`src/hw/rtl/fuzzy_pd_inference_assert.svh`:
```
// Assertion macros shared by the fuzzy PD inference RTL.
`ifndef FUZZY_PD_INFERENCE_ASSERT_SVH
`define FUZZY_PD_INFERENCE_ASSERT_SVH
`ifndef SYNTH
`define FPD_ASSERT(lbl, clk, rst_n, prop) \
    lbl: assert property (@(posedge clk) disable iff (!rst_n) prop) \
        else $error("fpd assertion failed");
`define FPD_ASSERT_NEXT(lbl, clk, rst_n, ante, cons) \
    lbl: assert property (@(posedge clk) disable iff (!rst_n) (ante) |=> (cons)) \
        else $error("fpd assertion failed");
`else
`define FPD_ASSERT(lbl, clk, rst_n, prop)
`define FPD_ASSERT_NEXT(lbl, clk, rst_n, ante, cons)
`endif
`endif

```
`src/hw/rtl/fpd_pkg.sv`:
```
// Types, constants and tables of the fuzzy PD inference block.
`default_nettype none
package fpd_pkg;
    localparam int ERR_W     = 10;
    localparam int CHG_W     = 13;
    localparam int LVL_W     = 13;
    localparam int MU_W      = 17;
    localparam int LAB_W     = 3;
    localparam int NUM_LVL   = 7;
    localparam int CFG_IDX_W = 3;
    localparam int Q_DEPTH   = 4;
    localparam int Q_AW      = 2;
    localparam int Q_CW      = 3;
    localparam int PROD_W    = 30;
    localparam int NUM_W     = 32;
    localparam int DEN_W     = 19;
    localparam int QUO_W     = 13;

    localparam logic [MU_W-1:0] MU_ONE = 17'd65536;

    // 65536/40 and 65536/20 split into integer part and remainder/5 correction
    localparam logic [16:0] E_K40 = 17'd1638;
    localparam logic [16:0] E_K20 = 17'd3276;
    localparam logic [15:0] RCP5  = 16'd205;      // ~2^10/5
    // 65536/1664 = 512/13, 65536/1536 = 128/3
    localparam logic [16:0] C_K13  = 17'd39;
    localparam logic [16:0] C_K3   = 17'd42;
    localparam logic [27:0] RCP13  = 28'd10083;   // ~2^17/13
    localparam logic [27:0] RCP3   = 28'd2731;    // ~2^13/3

    localparam logic signed [ERR_W-1:0] E_BP [0:6] =
        '{-10'sd100, -10'sd60, -10'sd40, 10'sd0, 10'sd40, 10'sd60, 10'sd100};
    // error change breakpoints in units of 1/1280
    localparam logic signed [15:0] C_BP [0:4] =
        '{-16'sd3200, -16'sd1536, 16'sd0, 16'sd1536, 16'sd3200};

    localparam logic [LAB_W-1:0] LAB_MAX = 3'd6;

    typedef logic [LAB_W-1:0] t_lab;
    typedef logic [MU_W-1:0]  t_mu;
    typedef logic [LVL_W-1:0] t_lvl;

    localparam t_lab RULE_TAB [0:6][0:4] = '{
        '{3'd4, 3'd3, 3'd1, 3'd0, 3'd0},
        '{3'd6, 3'd5, 3'd1, 3'd4, 3'd5},
        '{3'd7, 3'd6, 3'd1, 3'd5, 3'd6},
        '{3'd3, 3'd3, 3'd0, 3'd3, 3'd3},
        '{3'd6, 3'd5, 3'd1, 3'd3, 3'd4},
        '{3'd5, 3'd4, 3'd1, 3'd2, 3'd3},
        '{3'd1, 3'd1, 3'd1, 3'd0, 3'd0}
    };

    localparam t_lvl LVL_RESET [0:NUM_LVL-1] =
        '{13'd0, 13'd2880, 13'd3040, 13'd3520, 13'd4000, 13'd4480, 13'd4800};

    // one classified sample: left memberships and the four rule labels
    typedef struct packed {
        t_mu            p0;
        t_mu            d0;
        t_lab [3:0]     lab;
    } t_item;
endpackage
`default_nettype wire

```
`src/hw/rtl/fpd_ifs.sv`:
```
// Stream interfaces for samples in and drive values out.
`default_nettype none
interface fpd_in_if;
    logic                              valid;
    logic                              ready;
    logic signed [fpd_pkg::ERR_W-1:0]  error_value;
    logic signed [fpd_pkg::CHG_W-1:0]  error_change;
    modport source (output valid, error_value, error_change, input ready);
    modport sink   (input valid, error_value, error_change, output ready);
endinterface

`default_nettype wire

```
`src/hw/rtl/fpd_front.sv`:
```
// Front end: segment search, memberships and rule label lookup.
`default_nettype none
module fpd_front (
    input  wire logic          i_clk,
    input  wire logic          i_rst_n,
    fpd_in_if.sink             i_sample,
    output fpd_pkg::t_item     o_item,
    output logic               o_valid,
    input  wire logic          i_ready
);
    logic                              w_en;
    logic signed [fpd_pkg::ERR_W-1:0]  w_e;
    logic signed [fpd_pkg::ERR_W-1:0]  w_e_ref;
    logic signed [fpd_pkg::ERR_W-1:0]  w_e_dif;
    logic signed [15:0]                w_d;
    logic signed [15:0]                w_d_ref;
    logic signed [15:0]                w_d_dif;

    logic        r_a_vld, r_b_vld;
    logic        r_e_lo, r_e_hi, r_c_lo, r_c_hi;
    logic [2:0]  r_e_seg, n_e_seg;
    logic [1:0]  r_c_seg, n_c_seg;
    logic [5:0]  r_e_diff;
    logic [10:0] r_c_diff;
    fpd_pkg::t_item r_item, n_item;

    logic        w_e_nar, w_c_nar;
    logic [7:0]  w_e_t;
    logic [15:0] w_e_prod;
    logic [16:0] w_e_k;
    logic [13:0] w_c_t;
    logic [27:0] w_c_prod;
    logic [10:0] w_c_q;
    logic [16:0] w_c_k;
    logic [2:0]  w_pl1, w_dl, w_dl1;

    assign w_en           = !r_b_vld || i_ready;
    assign i_sample.ready = w_en;
    assign o_valid        = r_b_vld;
    assign o_item         = r_item;

    // stage A: find the segment and distance to its right breakpoint
    always_comb begin
        w_e = i_sample.error_value;
        w_d = $signed({{3{i_sample.error_change[12]}}, i_sample.error_change})
            + $signed({i_sample.error_change[12], i_sample.error_change, 2'b00});
        priority if (w_e <= fpd_pkg::E_BP[1]) begin
            n_e_seg = 3'd0; w_e_ref = fpd_pkg::E_BP[1];
        end else if (w_e <= fpd_pkg::E_BP[2]) begin
            n_e_seg = 3'd1; w_e_ref = fpd_pkg::E_BP[2];
        end else if (w_e <= fpd_pkg::E_BP[3]) begin
            n_e_seg = 3'd2; w_e_ref = fpd_pkg::E_BP[3];
        end else if (w_e <= fpd_pkg::E_BP[4]) begin
            n_e_seg = 3'd3; w_e_ref = fpd_pkg::E_BP[4];
        end else if (w_e <= fpd_pkg::E_BP[5]) begin
            n_e_seg = 3'd4; w_e_ref = fpd_pkg::E_BP[5];
        end else begin
            n_e_seg = 3'd5; w_e_ref = fpd_pkg::E_BP[6];
        end
        priority if (w_d <= fpd_pkg::C_BP[1]) begin
            n_c_seg = 2'd0; w_d_ref = fpd_pkg::C_BP[1];
        end else if (w_d <= fpd_pkg::C_BP[2]) begin
            n_c_seg = 2'd1; w_d_ref = fpd_pkg::C_BP[2];
        end else if (w_d <= fpd_pkg::C_BP[3]) begin
            n_c_seg = 2'd2; w_d_ref = fpd_pkg::C_BP[3];
        end else begin
            n_c_seg = 2'd3; w_d_ref = fpd_pkg::C_BP[4];
        end
        w_e_dif = w_e_ref - w_e;
        w_d_dif = w_d_ref - w_d;
    end

    // stage B: floor(diff * 65536 / width) as integer part plus a small
    // reciprocal correction; width 20 on error segments 1 and 4,
    // 1536 on change segments 1 and 2
    always_comb begin
        w_e_nar  = (r_e_seg == 3'd1) || (r_e_seg == 3'd4);
        w_e_t    = w_e_nar ? {r_e_diff, 2'b00} : {1'b0, r_e_diff, 1'b0};
        w_e_prod = 16'(w_e_t) * fpd_pkg::RCP5;
        w_e_k    = w_e_nar ? fpd_pkg::E_K20 : fpd_pkg::E_K40;

        w_c_nar  = (r_c_seg == 2'd1) || (r_c_seg == 2'd2);
        w_c_t    = w_c_nar ? {2'b00, r_c_diff, 1'b0}
                           : 14'({r_c_diff, 2'b00}) + 14'(r_c_diff);
        w_c_prod = 28'(w_c_t) * (w_c_nar ? fpd_pkg::RCP3 : fpd_pkg::RCP13);
        w_c_q    = w_c_nar ? w_c_prod[23:13] : w_c_prod[27:17];
        w_c_k    = w_c_nar ? fpd_pkg::C_K3 : fpd_pkg::C_K13;

        priority if (r_e_lo) begin
            n_item.p0 = fpd_pkg::MU_ONE;
        end else if (r_e_hi) begin
            n_item.p0 = '0;
        end else begin
            n_item.p0 = 17'(r_e_diff) * w_e_k + 17'(w_e_prod[15:10]);
        end
        priority if (r_c_lo) begin
            n_item.d0 = fpd_pkg::MU_ONE;
        end else if (r_c_hi) begin
            n_item.d0 = '0;
        end else begin
            n_item.d0 = 17'(r_c_diff) * w_c_k + 17'(w_c_q);
        end

        w_pl1 = r_e_seg + 3'd1;
        w_dl  = {1'b0, r_c_seg};
        w_dl1 = w_dl + 3'd1;
        n_item.lab[0] = fpd_pkg::RULE_TAB[r_e_seg][w_dl];
        n_item.lab[1] = fpd_pkg::RULE_TAB[w_pl1][w_dl];
        n_item.lab[2] = fpd_pkg::RULE_TAB[r_e_seg][w_dl1];
        n_item.lab[3] = fpd_pkg::RULE_TAB[w_pl1][w_dl1];
    end

    always_ff @(posedge i_clk) begin
        if (!i_rst_n) begin
            r_a_vld <= 1'b0;
            r_b_vld <= 1'b0;
        end else if (w_en) begin
            r_a_vld <= i_sample.valid;
            r_b_vld <= r_a_vld;
        end
    end

    always_ff @(posedge i_clk) begin
        if (w_en) begin
            r_e_lo   <= (w_e <= fpd_pkg::E_BP[0]);
            r_e_hi   <= (w_e >= fpd_pkg::E_BP[6]);
            r_c_lo   <= (w_d <= fpd_pkg::C_BP[0]);
            r_c_hi   <= (w_d >= fpd_pkg::C_BP[4]);
            r_e_seg  <= n_e_seg;
            r_c_seg  <= n_c_seg;
            r_e_diff <= w_e_dif[5:0];
            r_c_diff <= w_d_dif[10:0];
            r_item   <= n_item;
        end
    end
endmodule
`default_nettype wire

```
`src/flat_wrapper.sv`:
```
// flat-port wrapper written by rule: the top's interface ports become plain ports
module fpd_front_flat 
  (i_clk, i_rst_n, o_item, o_valid, i_ready, i_sample_valid, i_sample_error_value, i_sample_error_change, i_sample_ready);
  fpd_in_if i_sample_i ();
  input  wire logic i_clk;
  input  wire logic i_rst_n;
  output fpd_pkg::t_item o_item;
  output logic o_valid;
  input  wire logic i_ready;
  input wire logic [$bits(i_sample_i.valid)-1:0] i_sample_valid;
  input wire logic [$bits(i_sample_i.error_value)-1:0] i_sample_error_value;
  input wire logic [$bits(i_sample_i.error_change)-1:0] i_sample_error_change;
  output wire logic [$bits(i_sample_i.ready)-1:0] i_sample_ready;
  assign i_sample_i.valid = i_sample_valid;
  assign i_sample_i.error_value = i_sample_error_value;
  assign i_sample_i.error_change = i_sample_error_change;
  assign i_sample_ready = i_sample_i.ready;
  fpd_front u_core (.i_clk(i_clk), .i_rst_n(i_rst_n), .i_sample(i_sample_i), .o_item(o_item), .o_valid(o_valid), .i_ready(i_ready));
endmodule
```
`config.mk`:
```
export PLATFORM = sky130hd
export DESIGN_NAME = fpd_front_flat
export DESIGN_NICKNAME = d
export VERILOG_FILES = /design/src/hw/rtl/fuzzy_pd_inference_assert.svh /design/src/hw/rtl/fpd_pkg.sv /design/src/hw/rtl/fpd_ifs.sv /design/src/hw/rtl/fpd_front.sv /design/src/flat_wrapper.sv
export SDC_FILE = /design/constraint.sdc
export NUM_CORES = 1
export LEC_CHECK = 0
export ABC_CLOCK_PERIOD_IN_PS = 27000
export BUFFER_PORTS_ARGS = -buffer_cell sky130_fd_sc_hd__buf_2
export CORE_UTILIZATION = 50
export DETAILED_ROUTE_END_ITERATION = 8
export GPL_TIMING_DRIVEN = 0
export MAX_ROUTING_LAYER = met4
export PLACE_DENSITY = 0.67
export SLEW_MARGIN = 20
export SYNTH_ARGS = -nofsm -noshare
export SYNTH_HDL_FRONTEND = slang
export SYNTH_SLANG_ARGS = --single-unit
```
`constraint.sdc`:
```
create_clock -name i_clk -period 27 [get_ports i_clk]
set_clock_uncertainty 0.05 [all_clocks]
set_input_delay 5.4 -clock i_clk [delete_from_list [all_inputs] [get_ports i_clk]]
set_output_delay 5.4 -clock i_clk [all_outputs]
set_load 0.005 [all_outputs]
```
Word-level counts from Yosys, hierarchy flattened --
Memory sizes are Yosys's and may differ from the RTL's. Index checks and enable logic that the tools add are counted.
Storage, ports and cells: flip-flop bits (word level) 74, memory bits (read-only) 240, input port bits 27, output and inout bits 48, word-level logic and storage cells 106, memories kept 2
Cells by class: add/sub/neg operators 8, multipliers 4, magnitude comparators 16, equal/unequal tests 4, muxes and demuxes 38, bitwise gates (word level) 4, reductions and logical operators 9
Memory list:
- (no name shown) | words 8, width 15, rd ports 1, clocked after Yosys merged registers in 0, wr ports 0, line fpd_front.sv:108 | n_item.lab[1] = fpd_pkg::RULE_TAB[w_pl1][w_dl];
- (no name shown) | words 8, width 15, rd ports 1, clocked after Yosys merged registers in 0, wr ports 0, line fpd_front.sv:107 | n_item.lab[0] = fpd_pkg::RULE_TAB[r_e_seg][w_dl];
Operators by type and width (number):
- $mux W15 | 4
- $le A10 B7 Y1 const B | 4
- $bmux W3 S3 | 4
- $mux W17 | 2
- $mux W11 | 3
- $le A16 B12 Y1 const B | 2
- $mul A14 B28 Y28 | 1
- $mux W14 | 2
- $mux W3 | 8
- $mux W6 | 4
- $add A17 B11 Y17 | 1
- $add A17 B6 Y17 | 1
- $mul A11 B17 Y17 | 1
- $mul A6 B17 Y17 | 1
- $add A13 B15 Y16 | 1
- $ge A16 B13 Y1 const B | 1
- $ge A4 B4 Y1 const B | 4
- $le A16 B1 Y1 const B | 1
- $le A16 B13 Y1 const B | 1
- $mul A8 B8 Y16 const B | 1
- $add A13 B11 Y14 | 1
- $mux W12 | 1
- $not A3 Y4 | 3
- $sub A11 B11 Y11 | 1
- other kinds (21) | 30

Longest topological paths before layout --
Gate-level depths: netlist of the first run.
depth in word-level cells 8, mapped depth 41, gate-level depth less buffers 41

Worst setup path before layout of the first run --
No wires, ideal clock.
path type in2out, from in i_ready, to out i_sample_ready, arrival time 7.244 ns, data required time 21.550 ns, slack 14.306 ns, stages on the path 1, path buffers 0, cells stage by stage nand2b_1
Between the ends: cells in the longest elaborated chain, start to end 1
RTL lines:
- start, declared | line flat_wrapper.sv:9 | input wire logic i_ready;
- $logic_or A1 B1 Y1 | line fpd_front.sv:37 | assign w_en = !r_b_vld || i_ready;
- end, declared | line flat_wrapper.sv:13 | output wire logic [$bits(i_sample_i.ready)-1:0] i_sample_ready;
Every way passes these cells.

Worst setup path after layout of the first run --
Same ends and word-level chain as after synthesis.

==> results.sh, run 1 <==
export IMPL_synth_cells=1494
export IMPL_max_stage_delay_ns=0.35
export IMPL_nFillCells=2481
export IMPL_regArea_um2=2200
export IMPL_synth_ff_type="edfxtp_1"
export IMPL_synth_edf_count=72
export IMPL_worst_pin_slew_ns=0.970
export IMPL_antenna_found_initial=0
export IMPL_ant_nets=0
export IMPL_path_cells="buf_2 > nand2b_4 > buf_16 > buf_2"
export IMPL_hp_class="reg2reg"
export IMPL_dieArea_um2=28500
export IMPL_vias=10400
export IMPL_cp_num_cells=4
export IMPL_cts_sinks=74
export IMPL_reg2reg_from="u_core.r_c_seg[1]$_SDFFCE_PP0P_"
export IMPL_io_pin_count=75
export IMPL_crit_path_start="i_ready"
export IMPL_grt_usage=0.232
export IMPL_hold_start="u_core.r_a_vld$_SDFFE_PN0P_"
export IMPL_path_class="in2out"
export IMPL_std_cell_rows=60
export IMPL_grt_pass1_wl_um=50900
export IMPL_reg2reg_depth=29
export IMPL_crit_fanout=50
export IMPL_wl_um=30200
export IMPL_ys_types=88
export IMPL_grt_start_max_net_pins=51
export IMPL_reg2reg_setup_slack_ns=15.76
export IMPL_cts_tree="yes"
export IMPL_final_net_count=2039
export IMPL_dieWidth_um=169
export IMPL_layout_drive_gt1_share=0.0851
export IMPL_finalHoldViolCount=0
export IMPL_io_buffer_count=73
export IMPL_multiInputGateArea_um2=10500
export IMPL_cts_hold_buf=0
export IMPL_post_route_period_util=0.436
export IMPL_relSlewSlack=0.347
export IMPL_required_ns=21.55
export IMPL_cts_resized=0
export IMPL_path_buf_inv=3
export IMPL_synthArstFlopShare=0
export IMPL_arrival_ns=6.32
export IMPL_critical_path_top_delay_family="buffers and inverters"
export IMPL_avgRoutedWirePerCell_um=15.3
export IMPL_grt_pass1_vias=10400
export IMPL_crit_top_cell="buf_2"
export IMPL_dp_hpwl_um=25900
export IMPL_r2r_end="u_core.o_item[28]$_SDFFCE_PP1P_"
export IMPL_start_util=0.513
export IMPL_max_cap_violations=0
export IMPL_overflow=0
export IMPL_seq_area_frac_synth=0.158
export IMPL_setup_violations=0
export IMPL_whs_path_depth=2
export IMPL_fin_util=0.560
export IMPL_start_kind="input pin"
export IMPL_viasPerCell=5.26
export IMPL_first_pass_iters=5
export IMPL_clk_path_buf_depth=2
export IMPL_postSynthAreaPerCell_um2=9.31
export IMPL_syn_to_final_growth_pct=9.00
export IMPL_whs_endpoint="u_core.o_valid$_SDFFE_PN0P_"
export IMPL_rsz0062_at_grt="false"
export IMPL_setup_tns_ns=0
export IMPL_ys_seq_elements=74
export IMPL_cts_buffers=9
export IMPL_min_period_ns=11.77
export IMPL_die_height_um=169
export IMPL_drt_iter0_markers=503
export IMPL_outcome="completed"
export IMPL_layout_common_cells="301 x inv_1, 269 x ha_1, 150 x fa_1"
export IMPL_cpMaxStageDelayCell="nand2b_4"
export IMPL_final_common_cell="inv_1"
export IMPL_cts_root_buf="clkbuf_16"
export IMPL_fmax_mhz=85.0
export IMPL_cts_max_level=3
export IMPL_core_um2=27100
export IMPL_syn_area_um2=13900
export IMPL_insertion_delay_ns=0.35
export IMPL_num_antenna_cells=0
export IMPL_end_kind="output port"
export IMPL_post_cts_buffers=0
export IMPL_final_max_slew_viol_count=0
export IMPL_synth_warnings=0
export IMPL_drc=0
export IMPL_finalHoldWorstSlack_ns=0.410
export IMPL_place_congestion=0.924
export IMPL_clkTransAtPathRegs_ns=0.06
[worst register-to-register path: cells and delay by family, from the launching register on]
family | cells | cell delay (ns)
AND/OR/NAND/NOR | 3 | 0.51
flip-flops | 1 | 0.51
buffers and inverters | 3 | 1.62
AO/OA/AOI/OAI | 11 | 2.99
adder cells (fa/ha/maj) | 10 | 4.67
multiplexers | 1 | 0.25
XOR/XNOR | 1 | 0.38
[cell usage after synthesis (all sizes together) (4+ instances only)]
| cell | n | share of area |
|---|---|---|
| inv | 302 | 0.081 |
| ha | 269 | 0.24 |
| fa | 150 | 0.22 |
| nor2 | 92 | 0.025 |
| nand2 | 91 | 0.025 |
| edfxtp | 72 | 0.16 |
| a21oi | 62 | 0.023 |
| o21ai | 61 | 0.022 |
| nor3 | 35 | 0.013 |
| xor2 | 33 | 0.021 |
| xnor2 | 31 | 0.020 |
| clkbuf | 24 | 0.0066 |
| nand3 | 21 | 0.0076 |
| a21o | 17 | 0.0094 |
| and2 | 17 | 0.0076 |
| o21a | 15 | 0.0081 |
| a31oi | 14 | 0.0063 |
| a211oi | 12 | 0.0068 |
| and3 | 12 | 0.0055 |
| or2 | 12 | 0.0054 |
| nand2b | 11 | 0.0055 |
| a21boi | 9 | 0.0049 |
| nor2b | 9 | 0.0040 |
| mux2 | 8 | 0.0065 |
| mux2i | 8 | 0.0060 |
| or3 | 8 | 0.0037 |
| nor4 | 7 | 0.0031 |
| o211ai | 7 | 0.0041 |
| a211o | 6 | 0.0039 |
| o31ai | 6 | 0.0032 |
| o21bai | 5 | 0.0027 |
| o22ai | 5 | 0.0022 |
| nand3b | 4 | 0.0022 |
| nand4 | 4 | 0.0018 |
[state kept, by name (all words and copies together) (netlist names)]
| signal | count |
|---|---|
| u_core.o_item | 46 |
| u_core.r_e_diff | 6 |
| u_core.o_valid | 1 |
| u_core.r_c_lo | 1 |
| u_core.r_c_diff | 11 |
| u_core.r_c_hi | 1 |
| u_core.r_a_vld | 1 |
| u_core.r_e_lo | 1 |
| u_core.r_e_hi | 1 |
| u_core.r_c_seg | 2 |
| u_core.r_e_seg | 3 |
[routing by layer]
layer  wire length (µm)  track usage
met5                  0            -
met4                333       0.0435
met3               1100       0.0306
met2              14200        0.371
met1              14600        0.316
[worst max path at each step]
| stage | endpoint | slack [ns] |
|---|---|---|
| after global routing | i_sample_ready | 15.15 |
| after detailed placement | i_sample_ready | 15.20 |
| final | i_sample_ready | 15.23 |
| after floorplan | i_sample_ready | 14.31 |
| after CTS | i_sample_ready | 15.20 |
| after global placement | i_sample_ready | 13.07 |
[area by class of cell]
class / instances / area share
tap: 372 / 0.0307
clock buffer: 10 / 0.0158
buffer: 26 / 0.00660
inverter: 303 / 0.0750
multi-input combinational: 1105 / 0.695
clock inverter: 6 / 0.00627
sequential: 74 / 0.145
timing repair buffer: 74 / 0.0259
[metrics by stage]
step | std cells | worst slack [ns] | cell area, µm²
2_1_floorplan | 1508 | 14.31 | 14000
6_report | 1970 | 15.23 | 15200
3_5_place_dp | 1954 | 15.20 | 14800
5_1_grt | 1970 | 15.15 | 15200
3_3_place_gp | 1953 | 13.07 | 14800
4_1_cts | 1970 | 15.20 | 15200
[cells by family after synthesis]
group | synth area share
AO/OA/AOI/OAI | 0.121
XOR/XNOR | 0.0424
adder cells (fa/ha/maj) | 0.458
buffers and inverters | 0.0889
flip-flops | 0.158
multiplexers | 0.0157
other | 0.000540
AND/OR/NAND/NOR | 0.115
Power of run 1 is not shown: default switching activity piles up to over one toggle a cycle in this logic, so the estimate is an artifact.
==> run 2, diff against run 1 <==
Settings changed: ABC_AREA set to 1, ABC_CLOCK_PERIOD_IN_PS 27000 to 10700, PLACE_DENSITY 0.67 to 0.7.
Clock period 27 ns to 10.7 ns, I/O delays scaled along.
==> run 2 against run 1 <==
  * Sequential share of layout area decreased by 0.99 points
  * Critical path depth increased by 32
  * Register-to-register slack got worse by 15 ns
  * Count of clock-buffer cells in the layout decreased by 1
  * Synthesized cell count increased by 30%
  * Synthesized area increased by 8.0%
  * Final area increased by 7.3%
  * First-iteration DRC count increased by 61%
  * Hold slack improved by 0.019 ns
  * Via count increased by 22%
  * Routed wire length increased by 19%
  * Critical endpoint is now u_core.o_item[27]$_SDFFCE_PP0P_
  * Largest cell class unchanged
  * Highest routed layer unchanged
==> results.sh, run 2 <==
export IMPL_io_buffer_count=73
export IMPL_synth_most_common_cell="inv_1"
export IMPL_io_pin_count=75
export IMPL_grt_usage=0.251
export IMPL_grt_pass1_wl_um=59700
export IMPL_insertion_delay_ns=0.37
export IMPL_rsz0062_at_grt="false"
export IMPL_clk_path_buf_depth=2
export IMPL_hp_class="reg2reg"
export IMPL_syn_area_um2=15000
export IMPL_setup_tns_ns=0
export IMPL_postSynthAreaPerCell_um2=7.73
export IMPL_finalHoldViolCount=0
export IMPL_required_ns=10.77
export IMPL_max_cap_violations=0
export IMPL_cpMaxStageDelayCell="fa_1"
export IMPL_start_kind="flop"
export IMPL_synth_area_leader_cell="ha_1"
export IMPL_syn_to_final_growth_pct=8.35
export IMPL_std_cell_rows=63
export IMPL_critical_path_top_delay_family="adder cells"
export IMPL_num_antenna_cells=0
export IMPL_wl_um=35800
export IMPL_max_stage_delay_ns=0.62
export IMPL_drt_iter0_markers=809
export IMPL_cp_num_cells=36
export IMPL_layout_common_cells="458 x inv_1, 327 x nand2_1, 269 x ha_1"
export IMPL_post_route_period_util=0.918
export IMPL_antenna_found_initial=0
export IMPL_synthArstFlopShare=0
export IMPL_avgRoutedWirePerCell_um=14.7
export IMPL_layout_drive_gt1_share=0.0684
export IMPL_synth_common_cells="459 x inv_1, 327 x nand2_1, 269 x ha_1"
export IMPL_final_net_count=2489
export IMPL_cts_tree="yes"
export IMPL_fmax_mhz=102
export IMPL_dieWidth_um=175
export IMPL_core_um2=29600
export IMPL_final_common_cell="inv_1"
export IMPL_cts_buffers=9
export IMPL_cts_max_level=3
export IMPL_end_kind="flop"
export IMPL_grt_pass1_vias=12400
export IMPL_cts_hold_buf=0
export IMPL_post_cts_buffers=0
export IMPL_r2r_end="u_core.o_item[27]$_SDFFCE_PP0P_"
export IMPL_synth_cells=1944
export IMPL_cp_endpoint="u_core.o_item[27]$_SDFFCE_PP0P_"
export IMPL_yosys_top_cells_area="ha_1 22%, fa_1 20%, edfxtp_1 14%"
export IMPL_ys_seq_elements=74
export IMPL_crit_fanout=10
export IMPL_synth_ff_type="edfxtp_1"
export IMPL_seq_area_frac_synth=0.147
export IMPL_vias=12700
export IMPL_path_class="reg2reg"
export IMPL_clkTransAtPathRegs_ns=0.07
export IMPL_cts_resized=0
export IMPL_min_period_ns=9.82
export IMPL_multiInputGateArea_um2=11100
export IMPL_dp_hpwl_um=30900
export IMPL_regArea_um2=2200
export IMPL_viasPerCell=5.20
export IMPL_synth_edf_count=72
export IMPL_drc=0
export IMPL_overflow=0
export IMPL_ant_nets=0
export IMPL_path_buf_inv=9
export IMPL_worst_pin_slew_ns=0.849
export IMPL_grt_start_max_net_pins=45
export IMPL_reg2reg_setup_slack_ns=0.88
export IMPL_synth_warnings=0
export IMPL_start_util=0.507
export IMPL_reg2reg_from="u_core.r_c_seg[1]$_SDFFCE_PP0P_"
export IMPL_place_congestion=0.967
export IMPL_cts_sinks=74
export IMPL_setup_violations=0
export IMPL_crit_path_start="u_core.r_c_seg[1]$_SDFFCE_PP0P_"
export IMPL_first_pass_iters=5
export IMPL_dieArea_um2=30700
export IMPL_ys_types=49
export IMPL_cts_root_buf="clkbuf_16"
export IMPL_reg2reg_depth=36
export IMPL_outcome="completed"
export IMPL_arrival_ns=9.89
export IMPL_relSlewSlack=0.434
export IMPL_die_height_um=175
export IMPL_nFillCells=2850
export IMPL_final_max_slew_viol_count=0
export IMPL_yosysTopAreaCellShare=0.224
export IMPL_largest_reg_flops=46
-- run 2: worst reg2reg max path: cells and delay by family, from the launching register on --
kind	cells	cell delay, ns
fa+ha+maj	10	4.51
simple gates	8	0.79
compound gates	9	2.04
buf+inv	9	1.63
flops	1	0.55
-- run 2: metal layers --
layer	share of wire	GRT usage
met3	0.043	0.0297
met1	0.48	0.337
met2	0.46	0.400
met5	0	-
met4	0.020	0.0685
-- run 2: cell type report --
type | count | share of cell area
well taps | 390 | 0.0300
clock inverters | 7 | 0.00623
flip-flops and latches | 74 | 0.135
clock buffers | 9 | 0.0138
inverters | 463 | 0.107
multi-input cells | 1400 | 0.679
plain buffers | 21 | 0.00507
repair buffers | 74 | 0.0237
-- run 2: stage by stage --
stage               instances  hold WS (ns)  instance area [µm²]   util  worst slack, ns
CTS                      2438         0.433                16300  0.549             1.01
detailed placement       2422         0.417                16000  0.538             1.06
global route             2438         0.445                16300  0.549            0.401
global placement         2421         0.395                15900  0.537             1.16
finish                   2438         0.429                16300  0.549            0.879
floorplan                1958         0.391                15100      -             2.58
-- run 2: worst min path at each step --
stage                                startpoint  depth (start not counted)                           to
floorplan           u_core.r_a_vld$_SDFFE_PN0P_                          1  u_core.o_valid$_SDFFE_PN0P_
global placement    u_core.r_a_vld$_SDFFE_PN0P_                          1  u_core.o_valid$_SDFFE_PN0P_
detailed placement  u_core.r_a_vld$_SDFFE_PN0P_                          1  u_core.o_valid$_SDFFE_PN0P_
CTS                 u_core.r_a_vld$_SDFFE_PN0P_                          1  u_core.o_valid$_SDFFE_PN0P_
global route        u_core.r_a_vld$_SDFFE_PN0P_                          1  u_core.o_valid$_SDFFE_PN0P_
finish              u_core.r_a_vld$_SDFFE_PN0P_                          1  u_core.o_valid$_SDFFE_PN0P_
-- run 2: logic make-up after synthesis --
family          share of synthesized area
buf+inv                             0.121
other cells                      0.000500
simple gates                        0.193
compound gates                     0.0987
xor+xnor                           0.0157
fa+ha+maj                           0.424
flops                               0.147
Power of run 2 is left out for the same reason.
==> run 3, diff against run 2 <==
Settings changed: CORE_ASPECT_RATIO set to 0.8.
==> run 3 against run 2 <==
  * Critical path depth up 1
  * Utilization grew 0.44 points
  * First-iteration DRC count rose by 14%
  * Setup slack improved by 0.15 ns
  * Fmax grew 1.5%
  * Count of clock-buffer cells in the layout stayed put
  * Non-clock buffer count unchanged
  * Routed wire length rose by 3.4%
  * Die area hardly changed
  * Via count about the same
  * Final area barely moved
  * Highest routed layer unchanged
==> results.sh, run 3 (synthesis gave the netlist of run 2 again) <==
export IMPL_die_height_um=157
export IMPL_arrival_ns=9.75
export IMPL_path_class="reg2reg"
export IMPL_crit_fanout=10
export IMPL_overflow=0
export IMPL_dp_hpwl_um=31900
export IMPL_fmax_mhz=103
export IMPL_cts_sinks=74
export IMPL_layout_drive_gt1_share=0.0684
export IMPL_max_stage_delay_ns=0.63
export IMPL_num_antenna_cells=0
export IMPL_end_kind="flop"
export IMPL_core_um2=29400
export IMPL_finalHoldViolCount=0
export IMPL_post_cts_buffers=0
export IMPL_drc=0
export IMPL_required_ns=10.77
export IMPL_grt_usage=0.261
export IMPL_grt_start_max_net_pins=50
export IMPL_std_cell_rows=56
export IMPL_start_util=0.511
export IMPL_dieArea_um2=30700
export IMPL_cts_hold_buf=0
export IMPL_drt_iter0_markers=921
export IMPL_largest_reg_flops=46
export IMPL_hp_class="reg2reg"
export IMPL_fin_ws_ns=1.03
export IMPL_wl_um=37100
export IMPL_worst_pin_slew_ns=0.882
export IMPL_rsz0062_at_grt="false"
export IMPL_nFillCells=2778
export IMPL_crit_top_cell="fa_1"
export IMPL_first_pass_iters=5
export IMPL_start_kind="flop"
export IMPL_cts_max_level=3
export IMPL_multiInputGateArea_um2=11100
export IMPL_vias=12700
export IMPL_min_period_ns=9.67
export IMPL_regArea_um2=2200
export IMPL_cts_tree="yes"
export IMPL_avgRoutedWirePerCell_um=15.3
export IMPL_path_buf_inv=8
export IMPL_clkTransAtPathRegs_ns=0.07
export IMPL_cts_resized=0
export IMPL_viasPerCell=5.23
export IMPL_max_cap_violations=0
export IMPL_final_max_slew_viol_count=0
export IMPL_post_route_period_util=0.904
export IMPL_pre_cts_slack_ns=1.17
export IMPL_layout_common_cells="458 x inv_1, 327 x nand2_1, 269 x ha_1"
export IMPL_relSlewSlack=0.412
export IMPL_io_buffer_count=73
export IMPL_outcome="completed"
export IMPL_antenna_found_initial=0
export IMPL_critical_path_top_delay_family="adder cells"
export IMPL_syn_to_final_growth_pct=8.45
export IMPL_cts_buffers=9
export IMPL_cts_root_buf="clkbuf_16"
export IMPL_insertion_delay_ns=0.36
export IMPL_final_common_cell="inv_1"
export IMPL_grt_pass1_vias=12400
export IMPL_cpMaxStageDelayCell="fa_1"
export IMPL_clk_path_buf_depth=2
export IMPL_setup_violations=0
export IMPL_dieWidth_um=196
export IMPL_grt_pass1_wl_um=61700
export IMPL_ant_nets=0
export IMPL_final_net_count=2489
export IMPL_io_pin_count=75
export IMPL_setup_tns_ns=0
export IMPL_place_congestion=0.992
-- run 3: cell types whose count changed in the layout (fill, tap and decap cells not counted), sizes merged --
cell    change
clkinv      -1
bufinv      +1
-- run 3: per-layer routing --
| metal | track usage | part of all wire |
|---|---|---|
| met1 | 0.380 | 0.51 |
| met2 | 0.387 | 0.42 |
| met3 | 0.0360 | 0.058 |
| met4 | 0.0525 | 0.013 |
| met5 | - | 0 |
-- run 3: worst paths after layout --
kind	startpoint	endpoint	slack, ns	cells after the start
max reg2reg	u_core.r_c_seg[1]$_SDFFCE_PP0P_	u_core.o_item[28]$_SDFFCE_PP1P_	1.03	37
min reg2reg	u_core.r_a_vld$_SDFFE_PN0P_	u_core.o_valid$_SDFFE_PN0P_	0.43	1
max	u_core.r_c_seg[1]$_SDFFCE_PP0P_	u_core.o_item[28]$_SDFFCE_PP1P_	1.03	37
min	u_core.r_a_vld$_SDFFE_PN0P_	u_core.o_valid$_SDFFE_PN0P_	0.43	1
-- run 3: area by class of cell --
| type | count | share of cell area |
|---|---|---|
| multi-input combinational | 1400 | 0.678 |
| sequential | 74 | 0.135 |
| inverter | 463 | 0.107 |
| tap | 377 | 0.0290 |
| timing repair buffer | 74 | 0.0241 |
| clock buffer | 9 | 0.0138 |
| clock inverter | 7 | 0.00760 |
| buffer | 21 | 0.00507 |
-- run 3: stage by stage --
step                      hold WS [ns]   util  instances  cell area [µm²]
after floorplan                  0.391      -       1958            15100
after global placement           0.399  0.541       2408            15900
after detailed placement         0.419  0.542       2409            15900
after CTS                        0.433  0.554       2425            16300
after global routing             0.443  0.554       2425            16300
final                            0.425  0.554       2425            16300
Power of run 3 is left out for the same reason.
